$ cat src/hw/rtl/fmrv_pkg.sv
// ----------------------------------------------------------------------------
// fmrv_pkg
// Shared sizes, opcodes, status codes, state type and the control bundle
// for the queue with remove-by-value.
// ----------------------------------------------------------------------------
package fmrv_pkg;

  localparam int QUEUE_DEPTH = 16;
  localparam int DATA_W      = 32;
  localparam int OP_W        = 2;
  localparam int STATUS_W    = 2;
  localparam int ENTRY_W     = 5;
  localparam int CNT_W       = $clog2(QUEUE_DEPTH + 1);

  localparam logic [OP_W-1:0] OP_PUSH   = 2'd0;
  localparam logic [OP_W-1:0] OP_POP    = 2'd1;
  localparam logic [OP_W-1:0] OP_REMOVE = 2'd2;

  typedef enum logic [STATUS_W-1:0] {
    STAT_OK        = 2'd0,
    STAT_EMPTY     = 2'd1,
    STAT_FULL      = 2'd2,
    STAT_NOT_FOUND = 2'd3
  } status_t;

  typedef enum logic {
    S_IDLE   = 1'b0,
    S_UPDATE = 1'b1
  } state_t;

  // Control shared by every cell of the chain.
  typedef struct packed {
    logic              capture;    // request accepted: latch compare result
    logic [DATA_W-1:0] cmp_value;  // value of the incoming request
    logic              do_pop;     // every cell takes its neighbor's data
    logic              do_remove;  // cells at or behind the first hit shift
    logic [DATA_W-1:0] load_value; // value written by a push
  } cell_ctl_t;

endpackage

$ cat src/hw/rtl/fmrv_cell.sv
// ----------------------------------------------------------------------------
// fmrv_cell
// One queue slot: holds a word, compares it against the request value and
// takes the word of the cell behind it when the gap closes.
// ----------------------------------------------------------------------------
module fmrv_cell
  import fmrv_pkg::*;
(
  input  logic              clk,
  input  cell_ctl_t         ctl,
  input  logic              occupied,   // slot index below the fill count
  input  logic              load,       // push lands in this slot
  input  logic [DATA_W-1:0] data_behind,
  input  logic              hit_in,     // a slot nearer the head matched
  output logic              hit_out,
  output logic [DATA_W-1:0] data
);

  logic match;
  logic match_eff;
  logic shift;

  assign match_eff = match & occupied;
  assign hit_out   = hit_in | match_eff;
  assign shift     = ctl.do_pop | (ctl.do_remove & hit_out);

  always_ff @(posedge clk) begin
    if (ctl.capture) begin
      match <= (data == ctl.cmp_value);
    end
    if (load) begin
      data <= ctl.load_value;
    end else if (shift) begin
      data <= data_behind;
    end
  end

endmodule

$ cat config.mk
export PLATFORM = sky130hd
export DESIGN_NAME = fmrv_cell
export DESIGN_NICKNAME = d
export VERILOG_FILES = /design/src/hw/rtl/fmrv_pkg.sv /design/src/hw/rtl/fmrv_cell.sv
export SDC_FILE = /design/constraint.sdc
export NUM_CORES = 1
export LEC_CHECK = 0
export BUFFER_PORTS_ARGS = -buffer_cell sky130_fd_sc_hd__buf_2
export CAP_MARGIN = 20
export CORE_ASPECT_RATIO = 0.6
export CORE_UTILIZATION = 41
export CTS_BUF_LIST = sky130_fd_sc_hd__clkbuf_2
export DETAILED_ROUTE_END_ITERATION = 8
export GPL_TIMING_DRIVEN = 0
export HOLD_SLACK_MARGIN = 0.1
export PLACE_DENSITY = 0.87
export SLEW_MARGIN = 5
export SYNTH_ARGS = -nofsm -noshare
export SYNTH_HDL_FRONTEND = slang
export SYNTH_SLANG_ARGS = --single-unit
$ cat constraint.sdc
create_clock -name clk -period 2.25 [get_ports clk]
set_input_delay 0.45 -clock clk [delete_from_list [all_inputs] [get_ports clk]]
set_output_delay 0.45 -clock clk [all_outputs]
set_load 0.005 [all_outputs]
==> impl_summary.log, run 1 <==
INFO  metric run_status = completed
INFO  metric gate_count_after_technology_mapping = 114
INFO  metric synth_area_per_cell = about 15 sq um
INFO  metric synth.net_count = 217
INFO  metric crit_path_max_fanout = 19
INFO  metric critical_path.endpoint_type = register
INFO  metric floorplan.die_area = 4550 sq um
INFO  metric yosys_register_bits = 33
INFO  metric vias_post_dr = 1,496
INFO  metric post-place-ws = about 0.33 ns
INFO  metric cts_tree = done
INFO  metric static-leakage-power = around 0.0012 uW
INFO  metric global_route.overflow_total = 0
INFO  metric syn2layout_area_growth = 46.0%
INFO  metric path_delay_family = compound AO/OA/AOI/OAI gates
INFO  metric finalClockSkew = 0.0211 ns
INFO  metric finish.net_count = approximately 360
INFO  metric largest_net_degree_at_the_start_of_global_routing = 20
INFO  metric n_antenna_cell = 0
INFO  metric final_number_of_hold_violating_endpoints = 0
INFO  metric fmaxAchievable = between 500 and 600 MHz
INFO  metric cp-start-kind = register
INFO  metric setup_ws = 0.577 ns
INFO  metric critical_path_required = 2.37 ns
INFO  metric holdCritPathClass = input port to register
INFO  metric die-height = 52.7 microns
INFO  metric final-setup-viol-count = 0
INFO  metric drt-wirelength-per-cell = roughly 14 microns
INFO  metric synthDistinctLibCells = 10
INFO  metric clk-insertion-delay-late = 0.35 ns
INFO  metric most_common_cell_after_layout_fill_and_taps_aside = buf_2
INFO  metric detail_route.iter0.violations = 48
INFO  metric cts.repair_timing.setup_buffer_count = 0
INFO  metric grt_pass1_wl = 6170 microns
INFO  metric ctsHoldBuffers = 0
INFO  metric cell_chain_of_the_critical_path = a21o_1 > a211o_1 > buf_16
INFO  metric slew_headroom = 0.576
INFO  metric global_routing_usage_summed_across_all_routing_layers = 0.193
INFO  metric critical-path-max-stage-delay = 0.55 ns
INFO  metric yosysWarnings = 0
INFO  metric drive_above_1_share = 0.689
INFO  metric timing_max_transition_violations_final = 0
INFO  metric floorplan.initialDensity = 0.453
INFO  metric chipWidth = 86.4 microns
INFO  metric route.antenna.remaining_nets = 0
INFO  metric remaining_drc_errors = 0
INFO  metric post-route-period-util = 0.744
INFO  metric finalWorstPathRequiredPeriod = 1.67 ns
INFO  metric number_of_core_rows = 17
INFO  metric cts_inserted_buffers = 5
INFO  metric boundaryPins = 136
INFO  metric worstSetupPathType = register to register
INFO  metric number_of_buffers_inserted_by_port_buffering = 134
INFO  metric cts_repair_resize_count = 0
INFO  metric critical-path-slowest-cell = a211o_1
INFO  metric clock_root_buffer = clkbuf_2
INFO  metric final_cell_mix = buf_2 (135), edfxtp_1 (33), mux2_2 (32), xor2_1 (32), nor4_1 (8)
INFO  metric post_synth_instance_area = 1750 sq um
INFO  metric fin_hold_ws = about 0.28 ns
INFO  metric dp_hpwl = about 3700 microns
INFO  metric worst_slew_pin_slew = ~0.64 ns
INFO  metric drv.max_cap_violation_count = 0
INFO  metric clock_tree.htree_level_count = 2
INFO  metric final_cells = 314
INFO  metric clkSlewWorstSetupHoldPaths = around 0.18 ns
INFO  metric cts-root-to-sink-buffers = 2
INFO  metric irDropWorstVdd = 280 uV
INFO  metric core_outline_area = roughly 3900 sq um
INFO  metric cellPowerDensity = 525 nW/um^2
INFO  metric globalplace.congestion = ~0.71
INFO  metric vias_per_cell = 4.76
INFO  metric detail_route.wirelength = approximately 4400 microns
INFO  metric first_global_vias = 1,344
INFO  metric initial_antenna_violation_count = 0
INFO  metric place_inst = 306
INFO  metric critPathBufInv = 1
INFO  metric clock_sinks = 33
INFO  metric yosysSeqAreaShare = 0.565
INFO  metric detail_route.first_pass.iterations = 4
INFO  metric data_arrival_critical_path = 1.79 ns
INFO  metric rsz_0062_raised_after_global_routing = false
INFO  metric fin_tns_setup = 0 ns
==> flip-flops by register name, summed over array words and instances, names as in the netlist <==
name	flops
data	32
match	1
==> cells in the mapped netlist <==
cell type,n,share of area
nand4_1,2,0.0071
nor2_1,1,0.0021
nor4_1,8,0.029
mux2_2,32,0.21
a21o_1,1,0.0043
buf_2,1,0.0029
edfxtp_1,33,0.57
a211o_1,1,0.0050
buf_6,3,0.019
xor2_1,32,0.16
==> path summary, 6_finish.rpt <==
check	startpoint	slack (ns)	end	depth (start not counted)
setup / recovery	match$_DFFE_PP_	0.58	data[9]$_DFFE_PP_	3
hold / removal	ctl[66]	0.28	match$_DFFE_PP_	1
setup reg to reg	match$_DFFE_PP_	0.58	data[9]$_DFFE_PP_	3
hold reg to reg	data[17]$_DFFE_PP_	0.86	match$_DFFE_PP_	4
==> layout make-up <==
type                            instances  area (sq um)
Timing Repair Buffer                  135           698
Buffer                                  4          38.8
Tap cell                               57          71.3
Fill cell                             326          1310
Multi-Input combinational cell         77           723
Clock buffer                            5          25.0
Clock inverter                          3          12.5
Sequential cell                        33           991
==> routing by layer <==
layer / routed length (microns) / GRT usage
met4: 28 / 0.0417
met5: 0 / 0
met2: 2130 / 0.352
met3: 407 / 0.0803
met1: 1840 / 0.213
==> cell families after synthesis <==
family,share of synthesized area
buf+inv,0.0221
flops,0.565
xor+xnor,0.160
compound gates,0.00928
mux,0.206
simple gates,0.0378
==> power breakdown <==
part / internal [uW] / switching (uW)
Sequential: 743 / 37.3
Combinational: 181 / 118
Clock: 68.2 / 196
Total: 993 / 351
==> per-stage QoR <==
stage	instance area [sq um]	total power, uW	utilization
final	2560	1340	0.661
after global routing	2560	1410	0.661
after CTS	2560	1360	0.661
after detailed placement	2520	1100	0.652
after global placement	2490	1080	0.644
after floorplan	1750	922	-
Note: power is estimated with default switching activity, not from simulation.
==> inputs of run 2 (changes only) <==
Settings changed: ABC_AREA set to 1, CORE_UTILIZATION 41 to 44.
Clock period 2.25 ns to 1.6 ns, I/O delays scaled along.
==> run 2 against run 1 <==
  * Cell count up 62%
  * Clock skew down 0.014 ns
  * Maximum frequency up 12%
  * Total power up 46%
  * Utilization up 0.31 points
  * Final area up 12%
  * Global-route usage up 2.6 points
  * Sequential share of layout area down 4.0 points
  * Largest cell class unchanged
  * Highest routed layer unchanged
==> impl_summary.log, run 2 <==
INFO  metric cts_tree = done
INFO  metric largest_register_ffs = 32
INFO  metric fmaxAchievable = 668 MHz
INFO  metric globalplace.congestion = 0.739
INFO  metric post-route-period-util = 0.935
INFO  metric worstRegToRegCells = 3
INFO  metric global_routing_usage_summed_across_all_routing_layers = 0.219
INFO  metric dpl_cell_area = ~2800 sq um
INFO  metric detail_route.iter0.violations = a little under 100
INFO  metric dp_hpwl = 4380 microns
INFO  metric drive_above_1_share = 0.325
INFO  metric finish.net_count = 552
INFO  metric die-height = 55.1 microns
INFO  metric floorplan.initialDensity = 0.481
INFO  metric synth_flop_cell = edfxtp_1
INFO  metric boundaryPins = 136
INFO  metric detail_route.first_pass.iterations = 4
INFO  metric core_outline_area = 4300 sq um
INFO  metric post_synth_instance_area = 2070 sq um
INFO  metric yosys.cell_count.top_type = nand2_1
INFO  metric rsz_0062_raised_after_global_routing = false
INFO  metric p_clk_frac = 0.189
INFO  metric yosys_register_bits = 33
INFO  metric largest_net_degree_at_the_start_of_global_routing = 33
INFO  metric drt-wirelength-per-cell = 10.6 microns
INFO  metric cts-root-to-sink-buffers = 2
INFO  metric number_of_buffers_inserted_by_port_buffering = 134
INFO  metric finalClockSkew = 0.00721 ns
INFO  metric finalWorstPathRequiredPeriod = 1.50 ns
INFO  metric first_global_vias = 1,948
INFO  metric hold_depth = 1
INFO  metric vias_per_cell = ~4.4
INFO  metric slew_headroom = 0.697
INFO  metric vias_post_dr = 2,264
INFO  metric cell_chain_of_the_critical_path = a21o_1 > a21oi_1 > nand2_4
INFO  metric yosysSeqAreaShare = 0.479
INFO  metric edff_count_synth = 33
INFO  metric internal_power = 1390 uW
INFO  metric synth.net_count = 411
INFO  metric most_common_cell_after_layout_fill_and_taps_aside = nand2_1
INFO  metric combPwrFrac = 0.251
INFO  metric clock_root_buffer = clkbuf_2
INFO  metric clock_tree.htree_level_count = 2
INFO  metric static-leakage-power = 0.00178 uW
INFO  metric worstSetupPathType = register to register
INFO  metric largest_registers = data x32, match x1
INFO  metric gate_count_after_technology_mapping = about 310
INFO  metric power = 1970 uW
INFO  metric global_route.overflow_total = 0
INFO  metric final-setup-viol-count = 0
INFO  metric clkSlewWorstSetupHoldPaths = 0.16 ns
INFO  metric total_switching_power = around 580 uW
INFO  metric drv.max_cap_violation_count = 0
INFO  metric swShare = 0.294
INFO  metric irDropWorstVdd = 429 uV
INFO  metric timing_max_transition_violations_final = 0
INFO  metric final_number_of_hold_violating_endpoints = 0
INFO  metric detail_route.wirelength = 5420 microns
INFO  metric detailroute.wirelength.met3 = 501 microns
INFO  metric cp-start-kind = register
INFO  metric data_arrival_critical_path = 1.53 ns
INFO  metric grt_pass1_wl = approximately 8200 microns
INFO  metric crit_path_max_fanout = 32
INFO  metric synth.top_cells.by_area = edfxtp_1 (48%), nand2_1 (31%), inv_1 (8.7%)
INFO  metric detail_route.wirelength.met1 = around 2300 microns
INFO  metric synthDistinctLibCells = 11
INFO  metric synth_area_per_cell = 6.72 sq um
INFO  metric final_cell_mix = nand2_1 (171), buf_2 (135), inv_1 (48), nor2_1 (43), edfxtp_1 (33)
INFO  metric topRoutingLayerUsed = met4
INFO  metric netlist.top_cell.by_area = edfxtp_1
INFO  metric critical-path-max-stage-delay = 0.43 ns
INFO  metric critical_path_required = 1.63 ns
INFO  metric p_seq_frac = 0.560
INFO  metric holdCritPathClass = input port to register
INFO  metric cts_inserted_buffers = 5
INFO  metric stdcell_area = 2860 sq um
INFO  metric synth_async_sr_flop_share = 0
INFO  metric critical-path-slowest-cell = edfxtp_1
INFO  metric fin_tns_setup = 0 ns
INFO  metric number_of_core_rows = 18
INFO  metric clock_sinks = 33
INFO  metric n_antenna_cell = 0
INFO  metric yosysWarnings = 0
INFO  metric remaining_drc_errors = 0
INFO  metric met2_length = about 2500 microns
INFO  metric initial_antenna_violation_count = 0
INFO  metric syn2layout_area_growth = 38.0%
INFO  metric synth_top_area_frac = 0.479
INFO  metric route.antenna.remaining_nets = 0
INFO  metric synth_common_cells = nand2_1 (172), inv_1 (48), nor2_1 (43)
INFO  metric ctsHoldBuffers = 0
INFO  metric chipWidth = 90.6 microns
INFO  metric regMostFlops = data
INFO  metric worst_slew_pin_slew = 0.454 ns
INFO  metric critical_path.endpoint_type = register
INFO  metric cellPowerDensity = 689 nW/um^2
INFO  metric clk-insertion-delay-late = roughly 0.35 ns
INFO  metric floorplan.die_area = 4990 sq um
INFO  metric run_status = completed
-- run 2: cell types whose count changed in the layout (fill, tap and decap cells not counted), sizes merged, moves of 3 or more --
cell / change
clkbuf: +3
nor2: +42
mux2: -32
xor2: -29
inv: +48
nand2: +172
nor4: -8
-- run 2: cells by family after synthesis --
kind of cell	count (synthesis)	synth area share
AOI/OAI and AO/OA	2	0.00604
and+or+nand+nor	215	0.390
buffers and inverters	55	0.113
DFF	33	0.479
xor gates and xnor gates	3	0.0127
-- run 2: power groups by stage --
stage	clock network, uW	logic (uW)	registers (uW)
detailed placement	0	495	1120
global placement	0	477	1120
CTS	379	498	1100
global route	412	565	1120
floorplan	0	227	1130
finish	371	494	1100
-- run 2: layout make-up --
class,count,area [sq um]
Fill cell,385,1440
Sequential cell,33,991
Multi-Input combinational cell,220,853
Timing Repair Buffer,134,671
Inverter,48,180
Tap cell,60,75.1
Buffer,7,53.8
Clock buffer,6,30.0
Clock inverter,1,3.75
-- run 2: final timing paths --
| check | startpoint | to | slack [ns] |
|---|---|---|---|
| hold / removal | ctl[66] | match$_DFFE_PP_ | 0.15 |
| setup reg to reg | match$_DFFE_PP_ | data[13]$_DFFE_PP_ | 0.10 |
| hold reg to reg | data[12]$_DFFE_PP_ | match$_DFFE_PP_ | 0.85 |
| setup / recovery | match$_DFFE_PP_ | data[13]$_DFFE_PP_ | 0.10 |
-- run 2: stage by stage --
| stage | hold WS, ns | cells | worst slack (ns) | utilization |
|---|---|---|---|---|
| floorplan | 0.432 | 308 | 0.142 | - |
| global placement | 0.520 | 502 | -0.174 | 0.655 |
| detailed placement | 0.523 | 502 | -0.174 | 0.655 |
| CTS | 0.130 | 509 | 0.0986 | 0.664 |
| global route | 0.102 | 509 | 0.00179 | 0.664 |
| finish | 0.154 | 509 | 0.104 | 0.664 |
-- run 2: worst max-delay path, delay by kind of cell, from the launching register on --
kind	cells	cell delay, ns
AND/OR/NAND/NOR	1	0.30
flip-flops	1	0.43
AO/OA/AOI/OAI	2	0.43
-- run 2: timing repair --
item / 4_1_cts / 5_1_grt
setup buffers: 0 / 0
gates resized for setup: 1 / 0
endpoints found under the setup margin: 32 / 0
-- run 2: layer usage --
layer,track usage,vias to the layer above
met3,0.0601,7
met1,0.261,955
met5,0,-
li1,-,1187
met2,0.400,115
met4,0.0672,0
==> inputs of run 3 (changes only) <==
Settings changed: CORE_MARGIN set to 4, TNS_END_PERCENT set to 30.
==> run 3 against run 2 <==
  * Setup slack better by 0.036 ns
  * Critical path type unchanged
  * Sequential cell count unchanged
  * Worst hold slack better by 0.073 ns
  * Maximum frequency up 2.5%
  * Clock-buffer cell count unchanged
  * Die area up 18%
  * Largest power group unchanged
  * Highest routed layer unchanged
  * Total power down 0.32%
  * Clock skew down 0.0059 ns
  * Final area up 0.48%
  * Clock power about the same
  * Utilization down 3.5 points
==> impl_summary.log, run 3 (synthesis results as in run 2) <==
INFO  metric floorplan.initialDensity = 0.454
INFO  metric syn2layout_area_growth = 38.7%
INFO  metric cts_tree = done
INFO  metric finish.net_count = between 500 and 600
INFO  metric path_delay_family = compound AO/OA/AOI/OAI gates
INFO  metric multi_input_comb_area = 853 sq um
INFO  metric clock_sinks = 33
INFO  metric clock_tree.htree_level_count = 2
INFO  metric crit_path_max_fanout = 32
INFO  metric stdcell_area = 2870 sq um
INFO  metric post-route-period-util = 0.912
INFO  metric largest_net_degree_at_the_start_of_global_routing = 33
INFO  metric critical-path-max-stage-delay = roughly 0.39 ns
INFO  metric detail_route.iter0.violations = 90
INFO  metric number_of_buffers_inserted_by_port_buffering = 134
INFO  metric regMostFlops = data
INFO  metric boundaryPins = around 140
INFO  metric initial_antenna_violation_count = 0
INFO  metric fin_tns_setup = 0 ns
INFO  metric detail_route.first_pass.iterations = 4
INFO  metric cts-root-to-sink-buffers = 2
INFO  metric final_cell_mix = nand2_1 (171), buf_2 (135), inv_1 (48), nor2_1 (43), edfxtp_1 (33)
INFO  metric vias_post_dr = 2,200
INFO  metric largest_register_ffs = 32
INFO  metric final-setup-viol-count = 0
INFO  metric detail_route.wirelength = 5420 microns
INFO  metric holdCritPathClass = input port to register
INFO  metric globalplace.congestion = between 0.7 and 0.8
INFO  metric core_outline_area = 4560 sq um
INFO  metric vias_per_cell = roughly 4.3
INFO  metric die-height = 61.1 microns
INFO  metric worst_slew_pin_slew = 0.503 ns
INFO  metric power = 1960 uW
INFO  metric critPathBufInv = 0
INFO  metric finalCoreUtilization = 0.629
INFO  metric floorplan.die_area = between 5000 and 6000 sq um
INFO  metric route.antenna.remaining_nets = 0
INFO  metric global_routing_usage_summed_across_all_routing_layers = 0.177
INFO  metric remaining_drc_errors = 0
INFO  metric chipWidth = a little under 100 microns
INFO  metric slew_headroom = 0.664
INFO  metric final_number_of_hold_violating_endpoints = 0
INFO  metric rsz_0062_raised_after_global_routing = false
INFO  metric finalClockSkew = 0.00133 ns
INFO  metric clkSlewWorstSetupHoldPaths = 0.16 ns
INFO  metric clock_root_buffer = clkbuf_2
INFO  metric setup_ws = 0.140 ns
INFO  metric layout.filler_cells = ~420
INFO  metric dpl_cell_area = 2820 sq um
INFO  metric largest_registers = data x32, match x1
INFO  metric cp-start-kind = register
INFO  metric cellPowerDensity = 683 nW/um^2
INFO  metric dp_hpwl = 4480 microns
INFO  metric global_route.overflow_total = 0
INFO  metric drive_above_1_share = 0.324
INFO  metric post-place-ws = -0.167 ns
INFO  metric cts_inserted_buffers = 5
INFO  metric fmaxAchievable = 685 MHz
INFO  metric clk-insertion-delay-late = 0.34 ns
INFO  metric drt-wirelength-per-cell = 10.6 microns
INFO  metric n_antenna_cell = 0
INFO  metric drv.max_cap_violation_count = 0
INFO  metric cts.repair_timing.setup_buffer_count = 0
INFO  metric first_global_vias = 1,925
INFO  metric worstSetupPathType = register to register
INFO  metric critical_path.endpoint_type = register
INFO  metric critical-path-slowest-cell = edfxtp_1
INFO  metric irDropWorstVdd = 418 uV
INFO  metric run_status = completed
INFO  metric register_area = 991 sq um
INFO  metric critical_path_required = 1.63 ns
INFO  metric grt_pass1_wl = 8060 microns
INFO  metric most_common_cell_after_layout_fill_and_taps_aside = nand2_1
INFO  metric data_arrival_critical_path = 1.49 ns
INFO  metric timing_max_transition_violations_final = 0
INFO  metric static-leakage-power = ~0.0018 uW
INFO  metric number_of_core_rows = 19
INFO  metric finalWorstPathRequiredPeriod = 1.46 ns
INFO  metric cell_chain_of_the_critical_path = a21o_1 > a21oi_1 > nand2_4
-- run 3: worst min-delay path: stages --
cell,delay [ns]
buf_2,0.07
nand2_1,0.04
nand2_1,0.04
-- run 3: worst paths after layout --
check / cells past startpoint / startpoint / slack, ns / end
setup / recovery: 3 / match$_DFFE_PP_ / 0.14 / data[0]$_DFFE_PP_
hold / removal: 3 / data_behind[15] / 0.23 / data[15]$_DFFE_PP_
setup reg to reg: 3 / match$_DFFE_PP_ / 0.14 / data[0]$_DFFE_PP_
hold reg to reg: 7 / data[12]$_DFFE_PP_ / 0.86 / match$_DFFE_PP_
-- run 3: area by class of cell --
cell class,instances,area share
sequential,33,0.345
tap,63,0.0275
inverter,48,0.0627
clock buffer,6,0.0105
buffer,7,0.0187
clock inverter,1,0.00131
multi-input combinational,220,0.297
timing repair buffer,135,0.237
-- run 3: routing by layer --
layer | GRT usage | wire [microns] | part of all wire | up-vias
met5 | 0 | 0 | 0 | -
met4 | 0.0419 | 41 | 0.0076 | 0
met3 | 0.0391 | 465 | 0.086 | 5
met2 | 0.326 | 2560 | 0.47 | 68
met1 | 0.216 | 2360 | 0.43 | 937
li1 | - | - | - | 1190
-- run 3: repair_timing --
action,in CTS,in global routing
hold buffers,0,1
endpoints found under the hold margin,0,1
endpoints found under the setup margin,32,0
resized for setup,1,0
-- run 3: power by group --
part           total, uW  switching (uW)  internal, uW
clock network        370             268           102
logic                489             248           241
registers           1100            53.8          1050
-- run 3: per-stage QoR --
stage	hold WS (ns)	cells
after floorplan	0.432	308
after global placement	0.519	505
after detailed placement	0.520	505
after CTS	0.122	512
after global routing	0.173	513
final	0.227	513
